### src/hdl/bfa_pkg.sv
// shared types, constants and width helpers of the bitmap frame allocator
`default_nettype none
package bfa_pkg;

  localparam int ADDR_FIELD_W = 52;
  localparam int IN_TDATA_W   = 56;
  localparam int FRAME_ADDR_W = 27;
  localparam int FREE_CNT_W   = 16;
  localparam int STATUS_W     = 3;
  localparam int OUT_TDATA_W  = 48;
  localparam int MAP_WORD_W   = 64;
  localparam int MAP_BIT_W    = 6;

  localparam logic MODE_ALLOC = 1'b0;
  localparam logic MODE_FREE  = 1'b1;

  typedef enum logic [STATUS_W-1:0] {
    ST_ALLOC      = 3'd0,
    ST_NONE       = 3'd1,
    ST_FREED      = 3'd2,
    ST_MISALIGNED = 3'd3,
    ST_RANGE      = 3'd4,
    ST_RESERVED   = 3'd5,
    ST_ALREADY    = 3'd6
  } status_e;

  typedef enum logic [1:0] {
    OP_ALLOC  = 2'd0,
    OP_FREE   = 2'd1,
    OP_REJECT = 2'd2
  } op_e;

  typedef struct packed {
    op_e     op;
    status_e status;
  } cmd_ctrl_t;

  localparam int CMD_CTRL_W = $bits(cmd_ctrl_t);

  function automatic int res_limit(int total, int reserved);
    return (reserved > total) ? total : reserved;
  endfunction

  function automatic int map_words(int total);
    return (total + MAP_WORD_W - 1) / MAP_WORD_W;
  endfunction

  function automatic int word_addr_w(int total);
    return (map_words(total) > 1) ? $clog2(map_words(total)) : 1;
  endfunction

  function automatic int frame_idx_w(int total);
    return word_addr_w(total) + MAP_BIT_W;
  endfunction

endpackage
`default_nettype wire

### src/hdl/bfa_queue.sv
// two-entry command queue between front end and map engine
`default_nettype none
module bfa_queue import bfa_pkg::*; #(
  parameter int DW = 8
) (
  input  wire logic          clk_i,
  input  wire logic          rst_ni,
  input  wire logic          push_i,
  input  wire logic [DW-1:0] push_data_i,
  output logic               full_o,
  input  wire logic          pop_i,
  output logic               valid_o,
  output logic [DW-1:0]      head_o
);

  logic [DW-1:0] slot_q [2];
  logic          wp_q, wp_d;
  logic          rp_q, rp_d;
  logic [1:0]    cnt_q, cnt_d;
  logic          do_push, do_pop;

  assign full_o  = cnt_q == 2'd2;
  assign valid_o = cnt_q != 2'd0;
  assign head_o  = slot_q[rp_q];
  assign do_push = push_i & ~full_o;
  assign do_pop  = pop_i & valid_o;

  always_comb begin
    wp_d  = wp_q ^ do_push;
    rp_d  = rp_q ^ do_pop;
    cnt_d = cnt_q + {1'b0, do_push} - {1'b0, do_pop};
  end

  always_ff @(posedge clk_i or negedge rst_ni) begin
    if (!rst_ni) begin
      wp_q  <= 1'b0;
      rp_q  <= 1'b0;
      cnt_q <= 2'd0;
    end else begin
      wp_q  <= wp_d;
      rp_q  <= rp_d;
      cnt_q <= cnt_d;
    end
  end

  always_ff @(posedge clk_i) begin
    if (do_push) begin
      slot_q[wp_q] <= push_data_i;
    end
  end

endmodule
`default_nettype wire

### config.mk
export PLATFORM = sky130hd
export DESIGN_NAME = bfa_queue
export DESIGN_NICKNAME = d
export VERILOG_FILES = /design/src/hdl/bfa_pkg.sv /design/src/hdl/bfa_queue.sv
export SDC_FILE = /design/constraint.sdc
export NUM_CORES = 1
export LEC_CHECK = 0
export BUFFER_PORTS_ARGS = -buffer_cell sky130_fd_sc_hd__buf_2
export CORE_MARGIN = 3
export CORE_UTILIZATION = 53
export CTS_CLUSTER_SIZE = 28
export DETAILED_ROUTE_END_ITERATION = 10
export PLACE_DENSITY = 0.79
export SLEW_MARGIN = 20
export SYNTH_ARGS = -nofsm -noshare
export SYNTH_HDL_FRONTEND = slang
export SYNTH_SLANG_ARGS = --single-unit
### constraint.sdc
create_clock -name clk_i -period 2.3 [get_ports clk_i]
set_input_delay 0 -clock clk_i [delete_from_list [all_inputs] [get_ports clk_i]]
set_output_delay 0 -clock clk_i [all_outputs]
set_load 0.05 [all_outputs]
==> summary.txt <==
Clock network
  – PostCTS Resize Cnt: 0
  – H-tree Lvls: 1
  – Clock Pin Slew Worst Setup and Hold Paths: ~0.10 ns
  – Worst-Skew Late Latency: slightly below 0.3 ns
  – Clock Tree Buf Depth: 2
  – Root Driver: clkbuf_4
  – Hold bufs inserted after CTS: 9
  – Setup bufs post-CTS: 0
  – CTS tree: yes
  – Clk sink count: 20
  – CTS Buf Count: 3

Floorplanning
  – Row count: 13
  – Die H: 45.7 µm
  – Die area: 2090 µm²
  – Die width: between 40 and 50 µm
  – Starting Density: 60.4%
  – Core Area: about 1400 µm²
  – Io pins: 22

Logic synthesis
  – Post-Syn Area per Cell: 18.5 µm²
  – Unique masters post-synth: 13
  – Multiplexer share of the synthesized area: 14.4%
  – Synth Instances: 45
  – Post-synthesis instance area: approximately 830 µm²
  – Yosys warns: 0
  – Synth Area in Simple Gates: 2.70%
  – Main combinational cell family by area after synthesis: multiplexers
  – Yosys reg bits: 20
  – Post-synth net total: just over 60
  – Adder-cell share of the synthesized area: roughly 6%
  – Xor/xnor share of the synthesized area: under 10%
  – Synth Area in Compound Gates: roughly 1.0%
  – Seq/Total Area, Yosys: between 60% and 70%

STA
  – Slew Viols, Final: 0
  – Skew final: between 0.002 and 0.003 ns
  – Fmax: roughly 650 MHz
  – RSZ-0062 raised after global routing: false
  – Final hold viol count: 0
  – Relative max-transition margin: ~66%
  – Min Tclk post-route: approximately 1.5 ns
  – Sum of negative setup slack: 0 ns
  – Final period utilization: 66.9%
  – Worst Tran Pin Value: between 0.5 and 0.6 ns
  – # setup viols final: 0

Hold path
  – Hold Path Class: input pin to flop
  – WHS Path Cells: 3

GRT
  – Gr usage total: around 14%
  – Grt total ovfl: 0
  – First-pass GRT wire length: 1.89 mm
  – Initial antenna violation count: 0
  – Vias in the first global route: approximately 460
  – Largest net degree at the start of global routing: 12

Place
  – Cells after DPL: 80
  – Port bufs: 21
  – DPL Wire Length: 814 µm
  – Final GP Congestion: ~0.65

Critical path
  – Crit Path Class: flop to flop
  – Worst EP required: approximately 2.5 ns
  – CP max-delay cell: dfrtp_1
  – Critical-path maximum fanout: 4
  – CP startpoint kind: flop
  – Buffer and inverter count on the worst path: 1
  – Worst EP arrival: 1.76 ns
  – Max incr delay on CP: 0.43 ns
  – Worst-path cell chain: o21a_2 > ha_1 > inv_1 > ha_1 > xnor2_1 > xnor2_1
  – Cell depth of the worst setup path: 6
  – Top delay family on crit path: adder cells
  – Setup crit end kind: flop
  – Worst reg2reg path depth: 6

Final layout
  – Layout Nets: 95
  – Layout cells sized above 1: 42.3%
  – # fillers: just under 90
  – Area of the multi-input gates: 228 µm²
  – Seq. cell area: roughly 580 µm²
  – Antenna Cells: 0
  – Most frequent cells in the layout: buf_2, edfxtp_1, dlygate4sd3_1
  – Commonest non-fill, non-tap cell in the layout: buf_2
  – Finished Layout Cells: slightly above 90
  – Area growth, synth to finish: 27.4%

Power and ir drop
  – Pwr/cell area: between 1000 and 1500 nW/µm²
  – P_leak: 0.473 nW
  – Maximum vdd ir drop: ~0.00094 V

Drt
  – Total Routed Length: 1.22 mm
  – DRT Pass-1 Iters: 4
  – Via count: between 400 and 500
  – Antenna Nets Post-Route: 0
  – Vias per cell: roughly 4.9
  – DRC errors left: 0
  – Routed len/inst: ~13 µm
  – Initial DRC count: 6

Outcome
  – Status: finished, final reports clean

Flow run
  – Max-cap viol count: 0
## final timing paths
kind / from / to / slack (ns)
min in group asynchronous: rst_ni / wp_q / 0.03
worst min-delay path: pop_i / rp_q / 0.009
worst max register to register: cnt_q[1] / cnt_q[1] / 0.76
worst min register to register: cnt_q[1] / cnt_q[1] / 0.53
max in group asynchronous: rst_ni / rp_q / 2.14
worst max-delay path: cnt_q[1] / cnt_q[1] / 0.76
## metrics by stage
| stage | hold slack, ns | setup WS [ns] | instance area [µm²] | util (%) | power (mW) |
|---|---|---|---|---|---|
| floorplan | -0.296 | 0.852 | 835 | - | 1.16 |
| global placement | -0.188 | 0.832 | 947 | 68.5 | 1.25 |
| detailed placement | -0.187 | 0.784 | 947 | 68.5 | 1.27 |
| CTS | 0.000146 | 0.757 | 1060 | 76.9 | 1.44 |
| global route | 0.00845 | 0.643 | 1060 | 76.9 | 1.51 |
| finish | 0.00871 | 0.760 | 1060 | 76.9 | 1.43 |
## report_power, final
part / switching (mW) / leakage [nW] / internal, mW / total, mW
registers: 0.0777 / 0.195 / 0.506 / 0.584
logic: 0.429 / 0.263 / 0.251 / 0.680
clock network: 0.0998 / 0.0154 / 0.0632 / 0.163
## cell usage after synthesis
master	number	area share, %
buf_6	1	1.3
dfrtp_1	4	12
xnor2_1	2	2.1
edfxtp_1	16	58
xor2_1	1	1.0
and2_1	1	0.75
nand2_1	1	0.45
inv_1	4	1.8
nand2b_1	1	0.75
o21a_2	1	1.0
ha_1	4	6.0
or2_1	1	0.75
mux2_4	8	14
## kinds of logic after synthesis
kind of cell,Yosys count
adder cells (fa/ha/maj),4
AND/OR/NAND/NOR,4
flip-flops,20
multiplexers,8
buffers and inverters,5
XOR/XNOR,3
AO/OA/AOI/OAI,1
## area by class of cell
class / instances / share of cell area, %
Timing Repair Buffer: 30 / 18.4
Tap cell: 15 / 1.76
Sequential cell: 20 / 54.6
Clock inverter: 1 / 0.353
Multi-Input combinational cell: 20 / 21.4
Inverter: 4 / 1.41
Clock buffer: 3 / 2.12
## metal layers
| metal | share of wire, % | track usage (%) | vias up |
|---|---|---|---|
| met5 | 0 | 0 | - |
| met4 | 4.4 | 12.3 | 0 |
| met3 | 5.1 | 3.56 | 6 |
| met2 | 52 | 24.8 | 15 |
| met1 | 38 | 13.9 | 211 |
| li1 | - | - | 226 |
## flip-flops by register name, indices dropped and copies added (netlist names)
name and cells:
slot_q 16, rp_q 1, wp_q 1, cnt_q 2
## tightest hold or removal path, cell delays in order
cell	delay, ns
buf_2	0.08
o21a_2	0.13
xor2_1	0.06
No activity file was read; power rests on OpenSTA's default activity.
