==> src/hdl/bfa_pkg.sv <==
// shared types, constants and width helpers of the bitmap frame allocator
`default_nettype none
package bfa_pkg;

  localparam int ADDR_FIELD_W = 52;
  localparam int IN_TDATA_W   = 56;
  localparam int FRAME_ADDR_W = 27;
  localparam int FREE_CNT_W   = 16;
  localparam int STATUS_W     = 3;
  localparam int OUT_TDATA_W  = 48;
  localparam int MAP_WORD_W   = 64;
  localparam int MAP_BIT_W    = 6;

  localparam logic MODE_ALLOC = 1'b0;
  localparam logic MODE_FREE  = 1'b1;

  typedef enum logic [STATUS_W-1:0] {
    ST_ALLOC      = 3'd0,
    ST_NONE       = 3'd1,
    ST_FREED      = 3'd2,
    ST_MISALIGNED = 3'd3,
    ST_RANGE      = 3'd4,
    ST_RESERVED   = 3'd5,
    ST_ALREADY    = 3'd6
  } status_e;

  typedef enum logic [1:0] {
    OP_ALLOC  = 2'd0,
    OP_FREE   = 2'd1,
    OP_REJECT = 2'd2
  } op_e;

  typedef struct packed {
    op_e     op;
    status_e status;
  } cmd_ctrl_t;

  localparam int CMD_CTRL_W = $bits(cmd_ctrl_t);

  function automatic int res_limit(int total, int reserved);
    return (reserved > total) ? total : reserved;
  endfunction

  function automatic int map_words(int total);
    return (total + MAP_WORD_W - 1) / MAP_WORD_W;
  endfunction

  function automatic int word_addr_w(int total);
    return (map_words(total) > 1) ? $clog2(map_words(total)) : 1;
  endfunction

  function automatic int frame_idx_w(int total);
    return word_addr_w(total) + MAP_BIT_W;
  endfunction

endpackage
`default_nettype wire

==> src/hdl/bfa_front.sv <==
// request front end: accepts requests and checks free addresses
`default_nettype none
module bfa_front import bfa_pkg::*; #(
  parameter int TOTAL_FRAMES    = 32768,
  parameter int RESERVED_FRAMES = 768,
  parameter int FRAME_SIZE_LOG2 = 12,
  parameter int ADDRESS_BITS    = 52,
  parameter int IDX_W           = 15
) (
  input  wire logic                  s_axis_tvalid_i,
  output logic                       s_axis_tready_o,
  input  wire logic [IN_TDATA_W-1:0] s_axis_tdata_i,
  input  wire logic                  s_axis_tuser_i,
  input  wire logic                  room_i,
  output logic                       push_o,
  output cmd_ctrl_t                  ctrl_o,
  output logic [IDX_W-1:0]           idx_o
);

  localparam int ResLim = res_limit(TOTAL_FRAMES, RESERVED_FRAMES);

  logic [ADDR_FIELD_W-1:0] addr_m;
  logic [ADDR_FIELD_W-1:0] idx_full;
  logic                    misaligned;
  logic                    out_of_range;
  logic                    in_reserved;

  always_comb begin
    misaligned = 1'b0;
    for (int k = 0; k < ADDR_FIELD_W; k++) begin
      addr_m[k] = s_axis_tdata_i[k] & (k < ADDRESS_BITS);
    end
    for (int k = 0; k < FRAME_SIZE_LOG2; k++) begin
      misaligned = misaligned | addr_m[k];
    end
  end

  assign idx_full     = addr_m >> FRAME_SIZE_LOG2;
  assign out_of_range = idx_full >= ADDR_FIELD_W'(TOTAL_FRAMES);
  assign in_reserved  = idx_full < ADDR_FIELD_W'(ResLim);

  always_comb begin
    ctrl_o.op     = OP_REJECT;
    ctrl_o.status = ST_MISALIGNED;
    if (s_axis_tuser_i == MODE_ALLOC) begin
      ctrl_o.op     = OP_ALLOC;
      ctrl_o.status = ST_ALLOC;
    end else if (misaligned) begin
      ctrl_o.status = ST_MISALIGNED;
    end else if (out_of_range) begin
      ctrl_o.status = ST_RANGE;
    end else if (in_reserved) begin
      ctrl_o.status = ST_RESERVED;
    end else begin
      ctrl_o.op     = OP_FREE;
      ctrl_o.status = ST_FREED;
    end
  end

  assign idx_o           = IDX_W'(idx_full);
  assign s_axis_tready_o = room_i;
  assign push_o          = s_axis_tvalid_i & room_i;

endmodule
`default_nettype wire

==> config.mk <==
export PLATFORM = sky130hd
export DESIGN_NAME = bfa_front
export DESIGN_NICKNAME = d
export VERILOG_FILES = /design/src/hdl/bfa_pkg.sv /design/src/hdl/bfa_front.sv
export SDC_FILE = /design/constraint.sdc
export NUM_CORES = 1
export LEC_CHECK = 0
export BUFFER_PORTS_ARGS = -buffer_cell sky130_fd_sc_hd__buf_4
export CAP_MARGIN = 20
export CORE_UTILIZATION = 21
export DETAILED_ROUTE_END_ITERATION = 7
export PLACE_DENSITY = 0.88
export SYNTH_ARGS = -nofsm -noshare
export SYNTH_HDL_FRONTEND = slang
export SYNTH_SLANG_ARGS = --single-unit
export TNS_END_PERCENT = 30
==> constraint.sdc <==
create_clock -name vclk -period 0.9
set_clock_uncertainty 0.2 [all_clocks]
set_input_delay 0.045 -clock vclk [all_inputs]
set_output_delay 0.045 -clock vclk [all_outputs]
set_load 0.005 [all_outputs]
==> out/qor.txt, run 1 <==
total half-perimeter wirelength after legalization and detailed placement: 1150 um
class of the most critical setup path: in -> out
outcome: finished with violations
Top delay family on crit path: simple AND/OR/NAND/NOR gates
Die Wd: 42.7 um
cells along the critical path: buf_4, nor4_4, nand4_1, nor4b_2, buf_4
filler cell count in the final layout: 142
WP data arrival: 1090 ps
number of unique standard cell types used by synthesis: 18
max-capacitance violation count: 0
ranking of synthesized cells by area: buf_4, nor4_2, nor4b_2
total overflow reported by the global router: 0
cell occurring most often along the worst timing path: buf_4
total area of sequential cells: 0 sq um
fraction of the cycle the final worst path needs: 149%
max layer used: met3
Die Outline Area: 0.00182 sq mm
mean instance size in the synthesized netlist: 7.91 sq um
Antenna Nets Post-Route: 0
sequential cell count of the final layout: 0
Crit path required time: 650 ps
Final Critical Period: 1340 ps
number of max-slew violations in the final report: 0
Via-to-Cell Ratio: 4.87
via count of the first global-routing pass: 540
Peak Freq: 0.747 GHz
Hold Path Origin: s_axis_tdata_i[20]
detailed route wirelength on metal3: 163 um
met2 WL: 855 um
drt initial violations: 0
final number of hold-violating endpoints: 0
worst hold path depth: 2
commonest cells in the synthesized netlist: buf_4, nor4_2
Hold Crit Class: in -> out
fraction of layout instances using a drive strength above 1: 75.8%
I/O pin count: 81
number of inserted diodes: 0
initial antenna violation count: 0
startpoint type of the worst setup path: input pin
DR vias: 560
worst IR drop on VDD: 196 uV
maximum number of pins on one net before global-route repair: 5
sequential-to-total area share from yosys stat: 0%
average wire per standard cell: 12.9 um
Core Footprint: 0.00152 sq mm
weighted congestion reported at the end of routability-driven placement: 0.626
routed metal-1 wirelength: 460 um
area overhead of the layout relative to synthesis: 165%
slowest cell delay on critical path: 310 ps
number of standard cells after synthesis: 44
Final Net Count: 160
type of destination of the critical path: primary output
Hold Path End: idx_o[8]
failing checks: setup timing
dpl ws: -455 ps
RSZ-0062 raised after global routing: yes
highest fanout seen on the critical path: 3
CP bufs+invs: 2
most used standard cell by instance count after synthesis: buf_4
combined area of the multi-input logic cells: 314 sq um
Syn. warnings: 0
Post-Synthesis Net Count: 103
number of rows in the core area: 14
Post-CTS Repair Setup Buffers: 0
CLK BUF: 0
Critical-path top delay cell: nor4b_2
cell area after synthesis: 348 sq um
Worst-Margin Slew: 248 ps
pwr/cell area: 374 mW/mm^2
Rel. slew slack: 83.3%
post-route cell area: 921 sq um
final worst setup slack: -438 ps
top cell type by total area after synthesis: buf_4
fraction of synthesized cell area taken by the top area cell type: 34.5%
count of port buffers added during placement: 61
count of final setup violators: 5
sum of routed wire length over all layers: 1480 um
global-route usage over all layers: 15.0%
wire length of the first global-routing pass: 2210 um
Pre-antenna DRT Iters: 1
Static Leak: 0.415 nW
initial core utilization: 22.8%
number of remaining DRC errors: 0
Die Span Y: 42.7 um
instance area after placement: 754 sq um
Sum Neg Setup Slack: -1800 ps
## area by class of cell
class / instances / area share [%]
multi-input cells: 27 / 34.1
well taps: 16 / 2.17
inverters: 1 / 0.408
repair buffers: 71 / 63.3
## power breakdown
group / leakage, nW / switching (W) / internal (W)
logic: 0.415 / 0.000115 / 0.000230
clock network: 0 / 0 / 0
registers: 0 / 0 / 0
## metal layers
layer / up-vias / track usage, %
met5: - / 0
met4: 0 / 0
met3: 0 / 2.55
met2: 42 / 32.4
met1: 248 / 15.1
li1: 270 / -
## stage by stage
step / total power, W / cells / util, % / hold WS [ps]
6_report: 0.000345 / 115 / 60.4 / 65.3
5_1_grt: 0.000367 / 115 / 60.4 / 72.4
3_5_place_dp: 0.000273 / 107 / 49.5 / -110
2_1_floorplan: 0.0000924 / 44 / - / -29.2
3_3_place_gp: 0.000267 / 107 / 49.5 / -110
4_1_cts: 0.000340 / 115 / 59.4 / 65.2
## placed cells by master (no fill, tap or decap), drive strengths merged, types with 2 or more instances in the layout
cell type | Yosys | final
dlygate4sd3 | 0 | 8
and3 | 2 | 2
nor4 | 9 | 9
nand3 | 2 | 2
buf | 16 | 63
nand4 | 2 | 2
a31oi | 2 | 2
## cells by family after synthesis
group                  synth area share [%]
and+or+nand+nor                        51.4
buffers and inverters                  35.6
AOI/OAI and AO/OA                      12.9
## worst max-delay path by stage
stage                        from        end  slack [ps]  cells after the start
3_3_place_gp   s_axis_tdata_i[31]  ctrl_o[3]        -430                      5
2_1_floorplan   s_axis_tdata_i[7]  ctrl_o[3]        -130                      3
5_1_grt         s_axis_tdata_i[5]  ctrl_o[3]        -500                      5
6_report        s_axis_tdata_i[3]  ctrl_o[3]        -440                      5
3_5_place_dp    s_axis_tdata_i[7]  ctrl_o[3]        -460                      5
4_1_cts        s_axis_tdata_i[38]  ctrl_o[3]        -420                      5
## repair_timing
| action | 4_1_cts | 5_1_grt |
|---|---|---|
| pin swaps | 8 | 6 |
| hold buffers | 8 | 0 |
| cloned | 0 | 0 |
| hold endpoints to repair | 8 | 0 |
| endpoints found under the setup margin | 5 | 5 |
| gates resized for setup | 11 | 4 |
No activity file was read; power rests on OpenSTA's default activity.
==> run 2, diff against run 1 <==
--- a/config.mk
+++ b/config.mk
@@ -5,11 +5,12 @@
 export SDC_FILE = /design/constraint.sdc
 export NUM_CORES = 1
 export LEC_CHECK = 0
-export BUFFER_PORTS_ARGS = -buffer_cell sky130_fd_sc_hd__buf_4
 export CAP_MARGIN = 20
-export CORE_UTILIZATION = 21
+export CORE_AREA = 2 2 39 41
 export DETAILED_ROUTE_END_ITERATION = 7
-export PLACE_DENSITY = 0.88
+export DIE_AREA = 0 0 41 43
+export DONT_BUFFER_PORTS = 1
+export PLACE_DENSITY = 0.5
 export SYNTH_ARGS = -nofsm -noshare
 export SYNTH_HDL_FRONTEND = slang
 export SYNTH_SLANG_ARGS = --single-unit
==> run 2 against run 1 <==
The flow still finishes with violations (setup timing). Utilization down 22 points. First-iteration DRC count up 4. Hold slack got worse by 55 ps. Design area down 43%. Global-route usage is 5.1 points lower. Final cell count fell by 46%. Flip-flop and latch count unchanged. Fmax rose by 24%. Combinational power fell by 67%.
==> out/qor.txt, run 2 (synthesis results as in run 1) <==
outcome: finished with violations
fraction of layout instances using a drive strength above 1: 32.6%
fraction of the cycle the final worst path needs: 120%
Die Wd: 41 um
initial core utilization: 25.1%
weighted congestion reported at the end of routability-driven placement: 0.600
combinational cell fraction of total power: 100.0%
Core Footprint: 0.00138 sq mm
count of placed standard cells in the final layout, fillers left out: 62
count of port buffers added during placement: 0
Inst Count DP: 46
drt initial violations: 4
CLK BUF: 0
global-route usage over all layers: 9.89%
commonest cells after routing, fill and taps aside: dlygate4sd3_1, nor4_4
Final Critical Period: 1080 ps
number of inserted diodes: 0
Static Leak: 0.147 nW
filler cell count in the final layout: 147
worst IR drop on VDD: 63.3 uV
Worst-Margin Slew: 266 ps
Peak Freq: 0.926 GHz
number of rows in the core area: 14
Crit path required time: 650 ps
number of max-slew violations in the final report: 0
Die Span Y: 43 um
I/O pin count: 81
switching share of total power: 30.8%
Via-to-Cell Ratio: 5.92
Critical path origin: s_axis_tdata_i[45]
most common cell after layout, fill and taps aside: dlygate4sd3_1
total half-perimeter wirelength after legalization and detailed placement: 725 um
instance area after placement: 297 sq um
Hold Crit Class: in -> out
share of total power in sequential cells: 0%
startpoint type of the worst setup path: input pin
Rel. slew slack: 82.2%
initial antenna violation count: 0
RSZ-0062 raised after global routing: yes
number of remaining DRC errors: 0
Antenna Nets Post-Route: 0
final number of hold-violating endpoints: 0
wire length of the first global-routing pass: 1290 um
sum of routed wire length over all layers: 993 um
maximum number of pins on one net before global-route repair: 5
Die Outline Area: 0.00176 sq mm
max-capacitance violation count: 0
switching power summed over all nets: 0.0000355 W
post-route cell area: 528 sq um
count of final setup violators: 5
type of destination of the critical path: primary output
clock network power share: 0%
worst hold path depth: 1
class of the most critical setup path: in -> out
DR vias: 367
Hold Path Origin: room_i
pwr/cell area: 218 mW/mm^2
average wire per standard cell: 16.0 um
WP data arrival: 830 ps
Hold Path End: push_o
final worst setup slack: -180 ps
total area of sequential cells: 0 sq um
failing checks: setup timing
Final Net Count: 107
highest fanout seen on the critical path: 2
area overhead of the layout relative to synthesis: 51.8%
via count of the first global-routing pass: 338
total overflow reported by the global router: 0
Pre-antenna DRT Iters: 3
Internal Dissipation: 0.0000795 W
sequential cell count of the final layout: 0
[run 2: area by class of cell]
class / count / area, sq um / area share, %
repair buffers: 18 / 175 / 33.2
well taps: 16 / 20.0 / 3.79
multi-input cells: 27 / 329 / 62.3
inverters: 1 / 3.75 / 0.711
[run 2: worst max-delay path, cell delays in order]
cell	delay (ps)
nor4_4	280
nand4_1	200
nor4b_2	310
[run 2: layer usage]
| metal | GRT usage (%) | part of all wire, % | up-vias |
|---|---|---|---|
| met1 | 11.4 | 30 | 164 |
| li1 | - | - | 165 |
| met5 | 0 | 0 | - |
| met2 | 18.8 | 56 | 38 |
| met4 | 0 | 0 | 0 |
| met3 | 1.57 | 14 | 0 |
[run 2: how the worst max path moves through the flow]
| stage | endpoint | slack (ps) | cells after the start |
|---|---|---|---|
| after floorplan | ctrl_o[3] | -130 | 3 |
| final | ctrl_o[3] | -180 | 3 |
| after global placement | ctrl_o[0] | -250 | 3 |
| after CTS | ctrl_o[3] | -210 | 3 |
| after global routing | ctrl_o[3] | -260 | 3 |
| after detailed placement | ctrl_o[0] | -250 | 3 |
[run 2: repair_timing]
action,4_1_cts,5_1_grt
hold buffers,16,0
setup buffers,0,0
endpoints found under the setup margin,5,5
hold endpoints to repair,16,0
resized for setup,10,0
pin swaps,7,2
[run 2: stage by stage]
stage	hold WS (ps)	TNS [ps]	total power [W]	util (%)	worst slack (ps)
2_1_floorplan	-29.2	-396	0.0000924	-	-129
3_3_place_gp	-110	-953	0.0000427	21.4	-253
5_1_grt	18.7	-989	0.000127	38.2	-257
3_5_place_dp	-110	-964	0.0000434	21.4	-253
4_1_cts	13.2	-767	0.000116	38.2	-205
6_report	10.2	-700	0.000115	38.2	-180
[run 2: power groups by stage]
stage,clock [W],combinational (W),sequential (W)
3_3_place_gp,0,0.0000427,0
2_1_floorplan,0,0.0000924,0
6_report,0,0.000115,0
3_5_place_dp,0,0.0000434,0
4_1_cts,0,0.000116,0
5_1_grt,0,0.000127,0
